## config.mk

```make
export PLATFORM = sky130hd
export DESIGN_NAME = bmh_ram
export DESIGN_NICKNAME = d
export VERILOG_FILES = /design/src/design/bmh_ram.sv
export SDC_FILE = /design/constraint.sdc
export NUM_CORES = 2
export LEC_CHECK = 0
export ABC_AREA = 1
export BUFFER_PORTS_ARGS = -buffer_cell sky130_fd_sc_hd__buf_4
export CAP_MARGIN = 40
export CORE_MARGIN = 5
export CORE_UTILIZATION = 35
export DETAILED_ROUTE_END_ITERATION = 8
export PLACE_DENSITY = 0.49
export SLEW_MARGIN = 10
export SYNTH_ARGS = -nofsm -noshare
export SYNTH_HDL_FRONTEND = slang
export SYNTH_SLANG_ARGS = --single-unit
export TNS_END_PERCENT = 30
```

## constraint.sdc

```tcl
create_clock -name clk -period 4.6 [get_ports clk]
set_clock_uncertainty 0.15 [all_clocks]
set_input_delay 0.46 -clock clk [delete_from_list [all_inputs] [get_ports clk]]
set_output_delay 0.46 -clock clk [all_outputs]
set_load 0.05 [all_outputs]
```

## src/design/bmh_ram.sv

```systemverilog
// Generic single-write, single-read RAM with registered read data.
module bmh_ram #(
	parameter int WIDTH = 32,
	parameter int DEPTH = 64
) (
	input  logic                     clk,
	input  logic                     wr_en,
	input  logic [$clog2(DEPTH)-1:0] wr_addr,
	input  logic [WIDTH-1:0]         wr_data,
	input  logic [$clog2(DEPTH)-1:0] rd_addr,
	output logic [WIDTH-1:0]         rd_data
);

	logic [WIDTH-1:0] mem_q [DEPTH];

	// Write on enable, register the read word every cycle
	always_ff @(posedge clk) begin
		if (wr_en) begin
			mem_q[wr_addr] <= wr_data;
		end
		rd_data <= mem_q[rd_addr];
	end

endmodule

```

* After elaboration in Yosys (flattened, before gate mapping) *
Memories as Yosys holds them, arrays and structs flattened. A register that Yosys moved wholly into a read port is not among the register bits.
Cells that the tools add are included.

word-level totals
  register bits after elaboration = 0
  bits in writable memories = 2048
  input port bits = 46
  output and inout bits = 32
  word-level logic and storage cells = 3
  memories = 1

memories
  name   depth  bits a word  read ports  clocked after memory_dff  wr ports  line  text
  mem_q  64     32           1           1                         1         14    logic [WIDTH-1:0] mem_q [DEPTH];

operators by class
  muxes and demuxes = 2

operators by type and width
  kind               number
  two-way mux 1 bit  2

* Longest topological paths before layout *
  word-level depth = 2
  gate-level depth with buffers = 13
  depth with buffers taken out = 9

* Worst setup path after synthesis *
OpenSTA, ideal clock, no wires.

  path kind = input -> register
  start = input port wr_en
  end = memory mem_q[48][0] (enable)
  library setup time = 0.502 ns
  arrival = 4.088 ns
  data required time = 3.948 ns
  slack = -0.140 ns
  stages on the path = 3
  buffers on the path = 1
  cells stage by stage = clkbuf_1 -> nand4_1 -> nor4_1

between the ends
  longest elaborated chain between the ends = 2

ends and longest elaborated chain
  what                                     line  text
  from (decl)                              7     input logic wr_en,
  two-way mux 1 bit                        18    if (wr_en) begin
  two-way mux 1 bit (not written as such)  19    mem_q[wr_addr] <= wr_data;
  to (decl)                                14

No other way between the ends.

==> impl_metrics.toml <==
[pwr]
leakage_nw = 32.77
total_power_mw = 40.84
power.density_nw_per_um2 = 431.8
vdd_drop_max_v = 0.0004240

[floorplan]
fp-row-count = 178
start_util_pct = 35.18
die_h_um = 496.2
fp.dieArea_sq_um = 246200
io_pins = 78
die_w_um = 496.2
fp.coreArea_sq_um = 235200

[layout]
final_nets = 6846
seq_area_sq_um = 62140
multi_input_area_sq_um = 18770
drive_above_1_share_pct = 8.661
final_area_sq_um = 94560
nFillCells = 22210
final_util_pct = 40.21
syn2layout_area_growth_pct = 14.29

[critical_path]
end_kind = "flop"
arrival_ns = 3.30
reg2reg_slack_ns = 2.78
crit_path_end = "rd_data[13]"
critical_path.startpoint_type = "primary input"
crit_start = "rd_addr[0]"
crit-reg2reg-launch = "mem_q[13][18]"
crit_type = "in -> reg"
worstPathMaxFanout = 166
r2r_cells = 8
r2r_end = "rd_data[18]"
worstPathRequired_ns = 5.25

[timing]
slew_violations = 0
tightest_slew_ns = 0.9339
setup_viol = 0
finalCriticalPeriod_ns = 2.650
rsz0062_at_grt = "no"
finalSetupTns_ns = 0
hold_viol_final = 0
finalCritPeriodShare_pct = 57.60
slew_headroom_pct = 37.74
fmax_ghz = 0.3774

[grt]
grt_usage_pct = 20.12
grt_pass1_wl_um = 366000
grt_pass1_vias = 50800
grt_max_degree = 167
grt_antenna_before_repair = 7
grt_overflow = 0

[job]
maxCapViolations = 0

[worst_hold_path]
min-delay-start = "wr_data[16]"
hold_path_class = "in -> reg"

[cts]
cts_tree = "yes"
clock_sinks = 2080
h-tree-depth = 4
ctsResizeCount = 0
cts_hold_buf = 21
numCtsBuffers = 220
cts_buffer_depth = 3
clk_pin_slew_ns = 0.06
cts-root-buf = "clkbuf_16"
insertion_delay_ns = 0.86
cts_setup_buffers = 0

[logic_synthesis]
yosysSeqAreaShare_pct = 75.10
avgSynthCellArea_sq_um = 12.22
synth.cell_area_sq_um = 82740
syn_inst = 6769
synth.ff_latch_count = 2080
ys_types = 16
ys_warn_count = 0
synthesis.nets = 6815

[routing]
firstDrtPassIters = 5
ant_nets = 0
wl_um = 252800
first_iter_violations = 4658
wire_per_inst_um = 24.94
vias = 53100
viasPerCell = 5.237
drc = 0

[outcome]
outcome = "completed"

[place]
placed_area_sq_um = 87410
gp_congestion = 0.7756
port_buffers = 77
dp_hpwl_um = 131500
-- cell families after synthesis --
| kind of cell | count (synthesis) | share of synthesized area, % |
|---|---|---|
| and+or+nand+nor | 4228 | 22.12 |
| DFF | 2080 | 75.10 |
| buffers and inverters | 461 | 2.779 |
-- cell usage after synthesis --
cell type     n  area share [%]
nand2_1    2248              10
edfxtp_1   2048              74
nand3_1    1907              12
buf_2       282             1.7
clkbuf_1     77            0.35
nor2_1       56            0.25
buf_4        45            0.41
buf_1        40            0.18
dfxtp_1      32            0.77
inv_1         9           0.041
nand4_1       9           0.068
nor4_1        8           0.060
buf_6         3           0.041
buf_8         2           0.036
inv_2         2          0.0091
inv_4         1          0.0076
-- how the worst min path moves through the flow --
stage               depth (start not counted)             to
floorplan                                   0    mem_q[0][0]
global placement                            8    rd_data[21]
detailed placement                          8    rd_data[21]
CTS                                         1  mem_q[13][21]
global route                                1  mem_q[59][16]
finish                                      1  mem_q[59][16]
-- flip-flops by register name (all words and copies together) (netlist names) --
register / cells
mem_q: 2048
rd_data: 32
-- metal layers --
metal / share of wire (%) / up-vias / global-route usage [%]
met5: 0.010 / - / 0
met4: 3.0 / 4 / 5.859
met3: 5.3 / 360 / 2.782
met2: 48 / 1535 / 33.34
met1: 44 / 26970 / 27.74
li1: - / 24230 / -
-- critical path: stages --
cell and delay, ns:
buf_8 0.20, inv_16 0.54, buf_12 0.47, buf_4 0.32, nand2_1 0.07, nand3_1 0.08, nand3_1 0.09, nand3_1 0.14
nand3_1 0.23, nand2_1 0.26, nand2_1 0.14, nand2_1 0.11
-- layout make-up --
cell class	instances	area share (%)
multi-input combinational	4228	19.85
tap	3150	4.168
clock buffer	295	6.391
antenna	4	0.01058
clock inverter	112	0.9434
inverter	12	0.08733
timing repair buffer	258	2.841
sequential	2080	65.71
-- power breakdown --
part	switching, mW	leakage [nW]	total, mW	internal (mW)
sequential	0.116	18.7	21.1	21.0
clock	7.40	3.40	17.2	9.78
combinational	1.94	10.7	2.55	0.611
total	9.46	32.8	40.8	31.4
-- through the flow --
step	std cells	setup WS, ns	hold slack [ns]
detailed placement	9707	1.029	0.6259
CTS	10140	1.883	0.003305
global placement	9701	1.057	0.6297
global route	10140	1.820	0.01128
floorplan	6769	-0.1400	0.4089
finish	10140	1.950	0.01714
-- placed cells by master (no fill, tap or decap), types with 9 or more instances in the layout --
master / synthesis / routed
nand4_1: 9 / 9
clkinv_1: 0 / 53
clkbuf_8: 0 / 15
edfxtp_1: 2048 / 2048
nand3_1: 1907 / 1907
dlygate4sd3_1: 0 / 21
dfxtp_1: 32 / 32
clkinv_2: 0 / 36
clkbuf_1: 77 / 55
nand2_1: 2248 / 2248
buf_4: 45 / 179
nor2_4: 0 / 56
buf_12: 0 / 48
clkbuf_16: 0 / 225
bufinv_16: 0 / 11
Note: power is estimated with default switching activity, not from simulation.
